==> config.mk <==
export PLATFORM = sky130hd
export DESIGN_NAME = midi_timecode_quarter_frame_decoder
export DESIGN_NICKNAME = d
export VERILOG_FILES = /design/src/rtl/mtc_pkg.sv /design/src/rtl/mtc_update.sv /design/src/rtl/midi_timecode_quarter_frame_decoder.sv
export SDC_FILE = /design/constraint.sdc
export NUM_CORES = 1
export LEC_CHECK = 0
export BUFFER_PORTS_ARGS = -buffer_cell sky130_fd_sc_hd__clkbuf_2
export CAP_MARGIN = 20
export CORE_ASPECT_RATIO = 1.2
export CORE_MARGIN = 2
export CORE_UTILIZATION = 35
export CTS_CLUSTER_SIZE = 28
export DETAILED_ROUTE_END_ITERATION = 10
export PLACE_DENSITY = 0.54
export SLEW_MARGIN = 20
export SYNTH_ARGS = -nofsm -noshare
export SYNTH_HDL_FRONTEND = slang
export SYNTH_SLANG_ARGS = --single-unit
==> constraint.sdc <==
create_clock -name clk -period 5.3 [get_ports clk]
set_input_delay 1.06 -clock clk [delete_from_list [all_inputs] [get_ports clk]]
set_output_delay 1.06 -clock clk [all_outputs]
set_load 0.005 [all_outputs]
==> src/rtl/mtc_pkg.sv <==
package mtc_pkg;

    // Field widths
    localparam int BYTE_W = 7;
    localparam int NIB_W  = 4;
    localparam int CNT_W  = 8;
    localparam int HOUR_W = 5;
    localparam int RATE_W = 7;

    // Limits and rates
    localparam logic [RATE_W-1:0] LIMIT_MINSEC = 7'd60;
    localparam logic [RATE_W-1:0] RATE_24      = 7'd24;
    localparam logic [RATE_W-1:0] RATE_25      = 7'd25;
    localparam logic [RATE_W-1:0] RATE_30      = 7'd30;
    localparam logic [RATE_W-1:0] RATE_UNKNOWN = 7'd100;

    // An 8-bit count plus one (at most 256) over the smallest limit (24) holds at most ten limits
    localparam int MAX_QUOT = 10;

    // Piece numbers that advance the time, and the one that sets the rate
    localparam logic [2:0] PIECE_FRAME_LO = 3'd0;
    localparam logic [2:0] PIECE_MIN_LO   = 3'd4;
    localparam logic [2:0] PIECE_HOUR_HI  = 3'd7;

    // Field select from the upper two piece bits
    localparam logic [1:0] SEL_FRAME  = 2'd0;
    localparam logic [1:0] SEL_SECOND = 2'd1;
    localparam logic [1:0] SEL_MINUTE = 2'd2;
    localparam logic [1:0] SEL_HOUR   = 2'd3;

    // Rate codes (nibble bits 3..1)
    localparam logic [2:0] CODE_24    = 3'd0;
    localparam logic [2:0] CODE_25    = 3'd1;
    localparam logic [2:0] CODE_30DF  = 3'd2;
    localparam logic [2:0] CODE_30    = 3'd3;

    typedef struct packed {
        logic [CNT_W-1:0]  frames;
        logic [CNT_W-1:0]  seconds;
        logic [CNT_W-1:0]  minutes;
        logic [HOUR_W-1:0] hours;
    } mtc_time_t;

    typedef struct packed {
        logic              new_frame;
        mtc_time_t         time_val;
        logic [RATE_W-1:0] rate;
    } mtc_result_t;

    function automatic logic [RATE_W-1:0] rate_from_code(input logic [2:0] code);
        logic [RATE_W-1:0] r;
        case (code)
            CODE_24:   r = RATE_24;
            CODE_25:   r = RATE_25;
            CODE_30DF: r = RATE_30;
            CODE_30:   r = RATE_30;
            default:   r = RATE_UNKNOWN;
        endcase
        return r;
    endfunction

    // Remainder of a 9-bit count by a 7-bit limit: parallel compares
    // against the multiples of the limit, then one subtract.
    function automatic logic [CNT_W-1:0] mod_limit(input logic [CNT_W:0] v,
                                                   input logic [RATE_W-1:0] d);
        logic [9:0] sub;
        logic [9:0] mult;
        sub = '0;
        for (int i = 1; i <= MAX_QUOT; i++) begin
            mult = 10'(i) * {3'b000, d};
            if ({1'b0, v} >= mult) begin
                sub = mult;
            end
        end
        return CNT_W'({1'b0, v} - sub);
    endfunction

endpackage

==> src/rtl/mtc_update.sv <==
module mtc_update (
    input  logic [mtc_pkg::BYTE_W-1:0] data_byte,
    input  mtc_pkg::mtc_time_t         time_cur,
    input  logic [mtc_pkg::RATE_W-1:0] rate_cur,
    output mtc_pkg::mtc_time_t         time_next,
    output logic [mtc_pkg::RATE_W-1:0] rate_next,
    output mtc_pkg::mtc_result_t       result
);
    import mtc_pkg::*;

    logic [2:0]       piece;
    logic [NIB_W-1:0] nib;
    logic             adv;
    logic [CNT_W:0]   f_inc;
    logic [CNT_W:0]   s_inc;
    logic [CNT_W:0]   m_inc;
    logic             f_carry;
    logic             s_carry;
    logic             m_carry;
    mtc_time_t        time_adv;
    logic [CNT_W-1:0] nib_hi;

    assign piece  = data_byte[6:4];
    assign nib    = data_byte[3:0];
    assign adv    = (piece == PIECE_FRAME_LO) || (piece == PIECE_MIN_LO);
    assign nib_hi = {nib, 4'b0000};

    // Frame advance with carries into seconds, minutes and hours
    assign f_inc   = {1'b0, time_cur.frames} + 9'd1;
    assign s_inc   = {1'b0, time_cur.seconds} + 9'd1;
    assign m_inc   = {1'b0, time_cur.minutes} + 9'd1;
    assign f_carry = f_inc >= {2'b00, rate_cur};
    assign s_carry = f_carry && (s_inc >= {2'b00, LIMIT_MINSEC});
    assign m_carry = s_carry && (m_inc >= {2'b00, LIMIT_MINSEC});

    always_comb
    begin
        time_adv = time_cur;
        if (adv)
        begin
            time_adv.frames = f_carry ? mod_limit(f_inc, rate_cur) : f_inc[CNT_W-1:0];
            if (f_carry)
            begin
                time_adv.seconds = s_carry ? mod_limit(s_inc, LIMIT_MINSEC)
                                           : s_inc[CNT_W-1:0];
            end
            if (s_carry)
            begin
                time_adv.minutes = m_carry ? mod_limit(m_inc, LIMIT_MINSEC)
                                           : m_inc[CNT_W-1:0];
            end
            if (m_carry)
            begin
                time_adv.hours = time_cur.hours + 5'd1;
            end
        end
    end

    // Nibble write: even piece sets the field, odd piece ORs in the high nibble
    always_comb
    begin
        time_next = time_adv;
        case (piece[2:1])
            SEL_FRAME:
            begin
                time_next.frames = piece[0] ? (time_adv.frames | nib_hi)
                                            : {4'b0000, nib};
            end
            SEL_SECOND:
            begin
                time_next.seconds = piece[0] ? (time_adv.seconds | nib_hi)
                                             : {4'b0000, nib};
            end
            SEL_MINUTE:
            begin
                time_next.minutes = piece[0] ? (time_adv.minutes | nib_hi)
                                             : {4'b0000, nib};
            end
            SEL_HOUR:
            begin
                time_next.hours = piece[0] ? (time_adv.hours | {nib[0], 4'b0000})
                                           : {1'b0, nib};
            end
            default:
            begin
                time_next = time_adv;
            end
        endcase
    end

    // Rate selection on the last piece
    assign rate_next = (piece == PIECE_HOUR_HI) ? rate_from_code(nib[3:1]) : rate_cur;

    // Result shows the time after the advance and the rate used for it
    assign result.new_frame = adv;
    assign result.time_val  = time_adv;
    assign result.rate      = rate_cur;

endmodule

==> src/rtl/midi_timecode_quarter_frame_decoder.sv <==
// Pipeline: input register, then result register; an item moves on once the result register is free.
// Throughput: one item per cycle while out_ready stays high; the time update is one combinational pass
// between the input register and the result register.
// Reset: asynchronous, active low; time clears to zero, rate returns to 100,
// both pipeline stages empty.
module midi_timecode_quarter_frame_decoder (
    input  logic                        clk,
    input  logic                        rst_n,
    input  logic                        in_valid,
    output logic                        in_ready,
    input  logic [mtc_pkg::BYTE_W-1:0]  data_byte,
    output logic                        out_valid,
    input  logic                        out_ready,
    output logic                        new_frame,
    output logic [mtc_pkg::CNT_W-1:0]   frame_count,
    output logic [mtc_pkg::CNT_W-1:0]   second_count,
    output logic [mtc_pkg::CNT_W-1:0]   minute_count,
    output logic [mtc_pkg::HOUR_W-1:0]  hour_count,
    output logic [mtc_pkg::RATE_W-1:0]  frame_rate
);
    import mtc_pkg::*;

    logic              in_valid_reg;
    logic [BYTE_W-1:0] byte_reg;
    logic              out_valid_reg;
    mtc_result_t       result_reg;
    mtc_time_t         time_reg;
    logic [RATE_W-1:0] rate_reg;

    mtc_time_t         time_next;
    logic [RATE_W-1:0] rate_next;
    mtc_result_t       result_next;
    logic              stage_move;

    // Item leaves the input register when the result register is free
    assign stage_move = in_valid_reg && (!out_valid_reg || out_ready);
    assign in_ready   = !in_valid_reg || stage_move;

    mtc_update u_update (
        .data_byte (byte_reg),
        .time_cur  (time_reg),
        .rate_cur  (rate_reg),
        .time_next (time_next),
        .rate_next (rate_next),
        .result    (result_next)
    );

    // Control and kept state
    always_ff @(posedge clk or negedge rst_n)
    begin
        if (!rst_n)
        begin
            in_valid_reg  <= 1'b0;
            out_valid_reg <= 1'b0;
            time_reg      <= '0;
            rate_reg      <= RATE_UNKNOWN;
        end
        else
        begin
            if (in_ready)
            begin
                in_valid_reg <= in_valid;
            end
            if (stage_move)
            begin
                out_valid_reg <= 1'b1;
                time_reg      <= time_next;
                rate_reg      <= rate_next;
            end
            else if (out_ready)
            begin
                out_valid_reg <= 1'b0;
            end
        end
    end

    // Payload registers
    always_ff @(posedge clk)
    begin
        if (in_valid && in_ready)
        begin
            byte_reg <= data_byte;
        end
        if (stage_move)
        begin
            result_reg <= result_next;
        end
    end

    assign out_valid    = out_valid_reg;
    assign new_frame    = result_reg.new_frame;
    assign frame_count  = result_reg.time_val.frames;
    assign second_count = result_reg.time_val.seconds;
    assign minute_count = result_reg.time_val.minutes;
    assign hour_count   = result_reg.time_val.hours;
    assign frame_rate   = result_reg.rate;

    // An empty result stage never holds off the input side
    a_ready_when_empty: assert property (@(posedge clk) disable iff (!rst_n)
        !out_valid_reg |-> in_ready)
        else $error("input stalled with empty result stage");

    // A waiting item with a free result stage shows up next cycle
    a_item_moves: assert property (@(posedge clk) disable iff (!rst_n)
        in_valid_reg && !out_valid_reg |=> out_valid_reg)
        else $error("item not moved into result stage");

    // The kept rate is always one of the supported values
    a_rate_legal: assert property (@(posedge clk) disable iff (!rst_n)
        rate_reg == RATE_24 || rate_reg == RATE_25 ||
        rate_reg == RATE_30 || rate_reg == RATE_UNKNOWN)
        else $error("kept frame rate out of set");

    // After an advance the frame count lies below the rate
    a_frame_wrapped: assert property (@(posedge clk) disable iff (!rst_n)
        out_valid_reg && result_reg.new_frame |-> {1'b0, frame_count} < {2'b00, frame_rate})
        else $error("advanced frame count not reduced");

endmodule
# Yosys cells after proc, flatten, opt, wreduce, memory -nomap -nowiden
# Cells that the tools add are included.
# W data, S select, Z words.
# totals
inputBits	11
ff_bits	82
output_inout_bits	39
wordCells	140
# op_classes
reduce_logical	15
n_eq_ne	8
n_mux	53
mul	6
n_bitwise	4
n_lt_le_gt_ge	33
add_sub_neg	7
# ops
operator	count
$mux W8	41
$ge A9 B9 Y1 const B	8
$ge A9 B10 Y1	6
$ge A9 B10 Y1 const B	4
$ge A9 B6 Y1 const B	4
$ge A9 B8 Y1 const B	4
$mux W29	1
$add A8 B1 Y9 const B	3
$or A8 B8 Y8	3
$sub A8 B8 Y8	3
$mux W7	3
$pmux W7 S3	1
$mul A3 B7 Y10 const A	2
$ge A9 B7 Y1	2
$ge A9 B7 Y1 const B	2
$ge A9 B9 Y1	2
$mul A2 B7 Y9 const A	2
$mux W5	3
$mux W6	2
$mul A4 B7 Y10 const A	1
$ge A9 B8 Y1	1
$mul A3 B7 Y9 const A	1
$eq A3 B2 Y1 const B	2
$eq A3 B3 Y1 const B	2
14 further kinds	23

# Depth between registers and ports, before layout
# Gate-level depths: netlist of run 1.
# depth
depth_word	21
depth_mapped	30
mapped_depth_nobuf	30

# Modules after synthesis
# Synthesis of run 1 repeated with hierarchy kept, for this count alone.
# hier_totals
hier_cells	940
area_unflattened_um2	8827.2
# modules_own_cells
module	cells_each	seq_area_each_um2	instances	area_each_um2
mtc_update	812	0.0	1	5948.2
midi_timecode_quarter_frame_decoder	128	2275.9	1	2879.0

# Worst setup path after synthesis of run 1
# Ideal clock, no wire load.
# synth_timing
kind	reg-to-reg
from	register rate_reg[5]
to	register time_reg[28] in the netlist's numbering
arrival_ps	5714
setup_ps	167
path_slack_ps	-581
n_path_buf	1
synth_period_minus_slack_ps	5881
stages_incl_launch_ff	28
t_required_ps	5133
path_cell_list	dfstp_2 clkinv_1 ha_1 ha_1 a21oi_1 o22ai_1 xnor2_1 ha_1 o21a_1 nor2_1 a21oi_1 and3_1 clkbuf_1 a21oi_1 o2bb2ai_1 a221oi_1 a221oi_1 ha_1 nor2b_1 o21ai_0 a21o_1 nand2_1 o21ai_0 a21boi_0 o311ai_2 a31oi_1 a2111oi_1 a211oi_1
# synth_between
elab_chain_cells	18
word_cells_on_any_way	34
classes_between	1 x add/sub; 6 x mul; 11 x order compare; 15 x mux; 1 x bitwise
# synth_rtl
item	line_no	text
from (decl)	midi_timecode_quarter_frame_decoder.sv:28	logic [RATE_W-1:0] rate_reg;
from (signal assigned)	midi_timecode_quarter_frame_decoder.sv:68	rate_reg <= rate_next;
parallel branches: the longest is 13 deep, another holds $mul A2 B7 Y9	n/a	
$mux W8 *	mtc_update.sv:41	time_adv.frames = f_carry ? mod_limit(f_inc, rate_cur) : f_inc[CNT_W-1:0];
$mux W29 *	mtc_update.sv:39	if (adv)
$or A8 B8 Y8	mtc_update.sv:66	time_next.frames = piece[0] ? (time_adv.frames | nib_hi)
$mux W8	mtc_update.sv:66	
$mux W8 *	mtc_update.sv:63	case (piece[2:1])
to (signal assigned)	midi_timecode_quarter_frame_decoder.sv:67	time_reg <= time_next;
to (decl)	midi_timecode_quarter_frame_decoder.sv:27	mtc_time_t time_reg;
# Mark *: on every way between the ends. The select of a mux whose other input is x is not followed.
# A chain may end at the register's enable or synchronous reset.

# Final worst setup path of run 1
# layout_timing
from	register rate_reg[2]
to	register time_reg[28] in the netlist's numbering
# Same word-level chain as after synthesis.

==> results.yml, run 1 <==
outcome:
  status: "complete, but fails checks"
  violations: "setup timing"
drt:
  avgRoutedWirePerCell_um: 18.0
  viasPerCell: 5.34
  first_pass_iters: 4
  drt-total-wl_um: 24200
  vias: 7186
  ant_nets: 0
  initialDrtViolationCount: 314
  drc: 0
cells_and_area:
  drive_gt1_share_pct: 31.6
  fin_nets: 1191
  syn_to_final_growth_pct: 32.1
  final_util_pct: 47.3
  largest_reg_flops: 29
  n_antenna_cell: 0
yosys:
  synthesis.area_sq_um: 7760
  synth_top_flop_cell: "edfxtp_1"
  synthTopCellsByArea: "ha_1 (17%), edfxtp_1 (16%), dfrtp_1 (11%)"
  avgSynthCellArea_sq_um: 8.73
  syn-num-nets: 1013
  ys_types: 86
  yosysMostFrequentCell: "nand2_1"
  synth_warnings: 0
  async_reset_ff_share_pct: 46.2
  ys_seq_area_share_pct: 27.9
  yosysTopAreaCellShare_pct: 16.8
  synth-edff-count: 42
  ys_ff_latch: 78
  synth_common_cells: "nand2_1 (109), ha_1 (104), a21oi_1 (82)"
  syn_inst: 889
  synth_top_area_cell: "ha_1"
critical_path:
  startpoint_type: "register"
  reg2reg_slack_ps: -270
  critPathKind: "reg -> reg"
  crit_arrival_ps: 5740
  crit_required_ps: 5470
  path_max_fanout: 6
  cp-end-kind: "register"
grt:
  grt_pass1_vias: 7312
  grt_overflow: 0
  grt_first_pass_wirelength_um: 38500
  grt_antenna_before_repair: 0
  grt_start_max_net_pins: 46
  grt_usage_pct: 20.6
floorplan:
  core_area_sq_um: 21700
  pin_count: 50
  die_y_um: 167
  die_area_sq_um: 23400
  start_util_pct: 35.8
  fp-row-count: 59
  die_w_um: 140
timing:
  drv_slew: 0
  rsz0062_at_grt: "true"
  finalCritPeriodShare_pct: 105
  max_slew_margin_pct: 32.8
  fmax_mhz: 180
  fin_crit_ps: 5570
  hold_violations: 0
  worst_pin_slew_ps: 1010
  setup_viol: 2
  clock_skew_ps: 8.60
  finalSetupTns_ps: -531
  final.setup.worst_slack_ps: -267
clock_network:
  cts.sinks: 78
  cts_tree: "built"
  ctsLongestPathBuffers: 2
  clk_pin_slew_ps: 60
  hold_buffers: 0
  clkLatencyLatePin_ps: 340
  root_buffer: "clkbuf_16"
  ctsHtreeMaxLevel: 3
  cts-buffers-inserted: 9
placed_design:
  place.gp.congestion: 0.954
  io_buffers: 49
  place_ws_ps: -420
  dp_hpwl_um: 18700
flow_run:
  cap_violations: 0
min_path:
  hold_class: "reg -> reg"
[through the flow]
stage | cells | hold WS, ps | cell area, sq um
2_1_floorplan | 889 | 457 | 7920
3_3_place_gp | 1313 | 488 | 9340
3_5_place_dp | 1313 | 488 | 9340
4_1_cts | 1340 | 491 | 9810
5_1_grt | 1346 | 514 | 10300
6_report | 1346 | 492 | 10300
[critical path: stages (launching register included)]
cell and delay [ps]:
dfstp_2 560, buf_6 100, fa_1 410, ha_2 220, fa_2 410, nand2_2 70
a22oi_2 70, xnor2_2 150, ha_2 340, a2111oi_4 30, nor2_1 150, o21ai_2 120
or2_4 300, buf_6 130, a221oi_4 290, a221oi_2 70, ha_1 280, nor2b_1 130
o21ai_1 100, a21o_1 200, a31o_4 260, a221o_1 290, o311ai_2 120, a31oi_2 180
a2111oi_2 330, a211oi_1 90
[cells by family (layout without fill, tap and decap cells)]
group | count (synthesis) | after routing | share of synthesized area (%)
AO/OA/AOI/OAI | 282 | 282 | 23.7
XOR/XNOR | 54 | 54 | 6.19
adder cells (fa/ha/maj) | 114 | 114 | 19.2
buffers and inverters | 83 | 266 | 4.42
flip-flops | 78 | 78 | 27.9
multiplexers | 24 | 24 | 3.18
AND/OR/NAND/NOR | 254 | 254 | 15.4
[metal layers]
| layer | wire, um | track usage [%] | vias to the layer above |
|---|---|---|---|
| met5 | 0 | 0 | - |
| met4 | 622 | 6.52 | 0 |
| met3 | 701 | 2.66 | 35 |
| met2 | 12300 | 36.8 | 114 |
| met1 | 10600 | 25.8 | 3422 |
| li1 | - | - | 3615 |
[layout by cell type, fill, tap and decap left out, types with 12 or more instances in the layout]
master / netlist / routed
o21ai_0: 80 / 67
nand3_1: 16 / 16
xor2_1: 13 / 12
inv_1: 47 / 42
a21oi_1: 82 / 69
xnor2_1: 40 / 29
a21oi_2: 0 / 13
a21o_1: 20 / 19
edfxtp_1: 42 / 42
buf_4: 4 / 140
nor2_1: 58 / 52
mux2i_1: 19 / 19
o21ai_1: 3 / 12
ha_1: 104 / 89
nand2_1: 109 / 103
dfrtp_1: 34 / 32
clkbuf_2: 0 / 49
[path summary, 6_finish.rpt]
check	start	to	cells past startpoint
setup / recovery	rate_reg[2]$_DFFE_PN1P_	time_reg[28]$_DFFE_PN0P_	25
hold / removal	in_valid_reg$_DFFE_PN0N_	out_valid$_DFFE_PN0P_	1
setup reg to reg	rate_reg[2]$_DFFE_PN1P_	time_reg[28]$_DFFE_PN0P_	25
hold reg to reg	in_valid_reg$_DFFE_PN0N_	out_valid$_DFFE_PN0P_	1
max in group asynchronous	rst_n	rate_reg[4]$_DFFE_PN0P_	1
min in group asynchronous	rst_n	time_reg[9]$_DFFE_PN0P_	1
[cell type report]
cell class | count | area (sq um)
clock buffers | 9 | 225
fillers | 2124 | 11400
flip-flops and latches | 78 | 2170
well taps | 274 | 343
inverters | 52 | 205
multi-input cells | 728 | 5820
repair buffers | 198 | 1420
clock inverters | 7 | 75.1
[what timing repair did]
action | 4_1_cts | 5_1_grt
gates resized for setup | 28 | 77
endpoints found under the setup margin | 5 | 11
setup buffers | 11 | 11
pin swaps | 37 | 57
Power of run 1 is not shown: default switching activity piles up to over one toggle a cycle in this logic, so the estimate is an artifact.
==> run 2, diff against run 1 <==
--- a/config.mk
+++ b/config.mk
@@ -8,7 +8,6 @@
 export BUFFER_PORTS_ARGS = -buffer_cell sky130_fd_sc_hd__clkbuf_2
 export CAP_MARGIN = 20
 export CORE_ASPECT_RATIO = 1.2
-export CORE_MARGIN = 2
 export CORE_UTILIZATION = 35
 export CTS_CLUSTER_SIZE = 28
 export DETAILED_ROUTE_END_ITERATION = 10
==> run 2 against run 1 <==
The run still ends with setup timing left. Flip-flop and latch count unchanged. Global-route usage increased by 0.88 points. Critical endpoint is now frame_count[7]$_DFFE_PP_. Non-clock buffer count down 14. Die area down 2.6%.
==> results.yml, run 2 (synthesis gave the netlist of run 1 again) <==
grt:
  use_met1_pct: 26.8
  met2_usage_pct: 38.6
  grt_usage_pct: 21.5
  busiest_layer: "met2"
  grt_antenna_before_repair: 0
  grt_start_max_net_pins: 46
  grt_pass1_vias: 7215
  grt_first_pass_wirelength_um: 38000
  grt_overflow: 0
  grt_util_met3_pct: 2.50
placed_design:
  dp_hpwl_um: 18200
  post_dp_cell_area_sq_um: 9190
  place.gp.congestion: 0.909
  io_buffers: 49
  place_ws_ps: -362
critical_path:
  path_max_fanout: 6
  crit_arrival_ps: 5670
  crit_cells: 29
  cpMostUsedCell: "a21oi_2"
  reg2reg_slack_ps: -280
  rr_endpoint: "frame_count[7]$_DFFE_PP_"
  r2r-start: "rate_reg[2]$_DFFE_PN1P_"
  crit_buf_inv: 4
  rr_worst_depth: 29
  cpLargestDelayFamily: "compound AO/OA/AOI/OAI gates"
  critPathKind: "reg -> reg"
  cp_slowest_cell: "dfstp_2"
  cp-end-kind: "register"
  slowest_delay_ps: 640
  crit_required_ps: 5380
  startpoint_type: "register"
timing:
  final.setup.worst_slack_ps: -283
  fin_crit_ps: 5580
  rsz0062_at_grt: "true"
  worst_pin_slew_ps: 924
  finalSetupTns_ps: -872
  max_slew_margin_pct: 38.3
  hold_violations: 0
  fmax_mhz: 179
  clock_skew_ps: 10.5
  finalCritPeriodShare_pct: 105
  drv_slew: 0
  setup_viol: 6
drt:
  drc: 0
  drt-total-wl_um: 23700
  avgRoutedWirePerCell_um: 17.8
  first_pass_iters: 6
  vias: 7313
  initialDrtViolationCount: 429
  ant_nets: 0
  viasPerCell: 5.49
floorplan:
  die_area_sq_um: 22800
  fp-row-count: 59
  pin_count: 50
  die_y_um: 165
  start_util_pct: 35.8
  core_area_sq_um: 21700
  die_w_um: 138
cells_and_area:
  final_util_pct: 46.2
  most-common-layout-cells: "buf_4 (126), nand2_1 (105), ha_1 (93)"
  syn_to_final_growth_pct: 29.2
  register_area_sq_um: 2170
  fin_nets: 1177
  finish.instance_area_sq_um: 10000
  fillCellCount: 2171
  final_common_cell: "buf_4"
  largest_reg_flops: 29
  n_antenna_cell: 0
  multiInputGateArea_sq_um: 5720
  drive_gt1_share_pct: 29.1
outcome:
  status: "complete, but fails checks"
  violations: "setup timing"
clock_network:
  ctsLongestPathBuffers: 2
  clkLatencyLatePin_ps: 340
  clk_pin_slew_ps: 70
  cts.sinks: 78
  ctsHtreeMaxLevel: 3
  root_buffer: "clkbuf_16"
  cts-buffers-inserted: 9
  hold_buffers: 0
  cts_tree: "built"
min_path:
  hp-start: "time_reg[4]$_DFFE_PN0P_"
  hold_class: "reg -> reg"
  hold_path_depth: 2
  min_to: "time_reg[4]$_DFFE_PN0P_"
flow_run:
  cap_violations: 0
[run 2: worst max path at each step]
stage	start	end	slack (ps)
2_1_floorplan	rate_reg[2]$_DFFE_PN1P_	time_reg[28]$_DFFE_PN0P_	-80
3_3_place_gp	rate_reg[2]$_DFFE_PN1P_	time_reg[28]$_DFFE_PN0P_	-220
3_5_place_dp	rate_reg[1]$_DFFE_PN0P_	time_reg[28]$_DFFE_PN0P_	-360
4_1_cts	rate_reg[2]$_DFFE_PN1P_	time_reg[28]$_DFFE_PN0P_	-230
5_1_grt	rate_reg[2]$_DFFE_PN1P_	frame_count[7]$_DFFE_PP_	-520
6_report	rate_reg[2]$_DFFE_PN1P_	frame_count[7]$_DFFE_PP_	-280
[run 2: timing repair]
action | in CTS | in global routing
pin swaps | 54 | 43
endpoints found under the setup margin | 6 | 10
buffers inserted | 15 | 12
resized for setup | 52 | 32
[run 2: area by class of cell]
type | instances | area share [%]
clock buffer | 10 | 2.28
tap | 274 | 3.42
inverter | 52 | 2.05
multi-input combinational | 728 | 57.0
timing repair buffer | 184 | 13.1
clock inverter | 6 | 0.462
sequential | 78 | 21.6
[run 2: worst min-delay path, delay by kind of cell, from the launching register on]
family,cells,cell delay [ps]
compound gates,1,60
simple gates,1,60
flops,1,370
[run 2: through the flow]
step                      hold WS (ps)  std cells
after floorplan                    457        889
after CTS                          520       1323
after detailed placement           504       1293
after global placement             486       1293
after global routing               539       1332
final                              516       1332
[run 2: routing by layer]
layer | vias up | wire length [um] | part of all wire, %
li1 | 3589 | - | -
met1 | 3505 | 10100 | 42
met2 | 181 | 12200 | 51
met3 | 38 | 905 | 3.8
met4 | 0 | 526 | 2.2
met5 | - | 0 | 0
Power of run 2 is left out for the same reason.
==> run 3, diff against run 2 <==
--- a/config.mk
+++ b/config.mk
@@ -12,6 +12,7 @@
 export CTS_CLUSTER_SIZE = 28
 export DETAILED_ROUTE_END_ITERATION = 10
 export PLACE_DENSITY = 0.54
+export SKIP_CTS_REPAIR_TIMING = 1
 export SLEW_MARGIN = 20
 export SYNTH_ARGS = -nofsm -noshare
 export SYNTH_HDL_FRONTEND = slang
==> run 3 against run 2 <==
Core utilization is 0.052 points higher. Global-route usage is 0.41 points lower. Worst setup slack worse by 120 ps. Final cell count is 0.15% lower. Register-to-register slack worse by 120 ps. The run still ends with setup timing left. Count of clock-buffer cells in the layout stayed put. Clock skew hardly changed. Largest cell class unchanged. Via count is 0.92% lower. Non-clock buffer count is 2 lower. Design area is 0.11% higher. Hold slack worse by 2.6 ps. Highest routed layer unchanged. Maximum frequency is 2.1% lower.
==> results.yml, run 3 (synthesis gave the netlist of run 1 again) <==
timing:
  finalCritPeriodShare_pct: 108
  hold_violations: 0
  final.setup.worst_slack_ps: -402
  worst_pin_slew_ps: 918
  fmax_mhz: 175
  clock_skew_ps: 10.7
  max_slew_margin_pct: 38.7
  setup_viol: 4
  rsz0062_at_grt: "true"
  drv_slew: 0
  fin_crit_ps: 5700
critical_path:
  crit_required_ps: 5390
  crit_buf_inv: 5
  startpoint_type: "register"
  cp_slowest_cell: "dfrtp_2"
  cpMostUsedCell: "a21oi_2"
  rr_worst_depth: 31
  path_max_fanout: 5
  endpoint: "frame_count[7]$_DFFE_PP_"
  critPathKind: "reg -> reg"
  rr_endpoint: "frame_count[7]$_DFFE_PP_"
  cpLargestDelayFamily: "compound AO/OA/AOI/OAI gates"
  cp-end-kind: "register"
  reg2reg_slack_ps: -400
  slowest_delay_ps: 450
  crit_arrival_ps: 5790
  crit_cells: 31
  cp-startpoint: "rate_reg[1]$_DFFE_PN0P_"
  r2r-start: "rate_reg[1]$_DFFE_PN0P_"
drt:
  viasPerCell: 5.45
  ant_nets: 0
  initialDrtViolationCount: 401
  avgRoutedWirePerCell_um: 17.7
  first_pass_iters: 5
  drt-total-wl_um: 23500
  vias: 7246
  drc: 0
outcome:
  status: "complete, but fails checks"
  violations: "setup timing"
floorplan:
  die_area_sq_um: 22800
  start_util_pct: 35.8
  die_y_um: 165
  core_area_sq_um: 21700
  pin_count: 50
  fp-row-count: 59
  die_w_um: 138
clock_network:
  clk_pin_slew_ps: 60
  ctsLongestPathBuffers: 2
  ctsHtreeMaxLevel: 3
  cts_tree: "built"
  root_buffer: "clkbuf_16"
  cts.sinks: 78
  cts-buffers-inserted: 9
  clkLatencyLatePin_ps: 340
placed_design:
  place.gp.congestion: 0.909
  dp_hpwl_um: 18200
  io_buffers: 49
cells_and_area:
  most-common-layout-cells: "buf_4 (125), nand2_1 (104), ha_1 (91)"
  fillCellCount: 2167
  n_antenna_cell: 0
  largest_reg_flops: 29
  syn_to_final_growth_pct: 29.3
  fin_nets: 1175
  drive_gt1_share_pct: 28.3
  final_common_cell: "buf_4"
  final_util_pct: 46.2
grt:
  grt_first_pass_wirelength_um: 37100
  grt_usage_pct: 21.1
  grt_pass1_vias: 7045
  grt_antenna_before_repair: 0
  grt_overflow: 0
  grt_start_max_net_pins: 46
min_path:
  hold_class: "reg -> reg"
flow_run:
  cap_violations: 0
[run 3: cell types whose count changed in the layout (fill, tap and decap cells not counted), moves of 2 or more]
cell | previous run | this run
inv_2 | 4 | 2
ha_1 | 93 | 91
nand2_4 | 0 | 2
a31oi_2 | 2 | 0
a2111oi_2 | 3 | 1
inv_1 | 43 | 45
o21ai_1 | 11 | 13
a2111oi_4 | 2 | 4
o21ai_0 | 69 | 67
[run 3: final cells by class]
cell class	count	area (sq um)	area share, %
multi-input cells	728	5750	57.3
repair buffers	182	1300	12.9
flip-flops and latches	78	2170	21.6
clock buffers	10	229	2.28
well taps	274	343	3.42
clock inverters	6	46.3	0.461
inverters	52	205	2.04
[run 3: tightest hold or removal path, delay by kind of cell, from the launching register on]
| kind | cells | cell delay [ps] |
|---|---|---|
| flops | 1 | 370 |
| simple gates | 1 | 60 |
| compound gates | 1 | 60 |
[run 3: through the flow]
stage | area (sq um) | hold WS [ps] | instances | setup WS [ps] | setup TNS (ps)
global placement | 9190 | 486 | 1293 | -216 | -571
floorplan | 7920 | 457 | 889 | -79.4 | -139
CTS | 9460 | 520 | 1309 | -415 | -1320
finish | 10000 | 513 | 1330 | -402 | -1060
global route | 10000 | 539 | 1330 | -597 | -2870
detailed placement | 9190 | 504 | 1293 | -362 | -1070
[run 3: worst min path at each step]
stage                             start                      end  cells after the start
6_report        time_reg[4]$_DFFE_PN0P_  time_reg[4]$_DFFE_PN0P_                      2
3_3_place_gp   in_valid_reg$_DFFE_PN0N_    out_valid$_DFFE_PN0P_                      1
4_1_cts         time_reg[4]$_DFFE_PN0P_  time_reg[4]$_DFFE_PN0P_                      2
2_1_floorplan  in_valid_reg$_DFFE_PN0N_    out_valid$_DFFE_PN0P_                      1
3_5_place_dp    time_reg[4]$_DFFE_PN0P_  time_reg[4]$_DFFE_PN0P_                      2
5_1_grt         time_reg[4]$_DFFE_PN0P_  time_reg[4]$_DFFE_PN0P_                      2
[run 3: routing by layer]
metal | global-route usage, % | vias to the layer above | part of all wire (%)
met2 | 37.5 | 150 | 52
met5 | 0 | - | 0
met4 | 5.73 | 0 | 1.8
met1 | 26.8 | 3474 | 43
met3 | 2.29 | 30 | 3.4
li1 | - | 3592 | -
Power of run 3 is left out for the same reason.
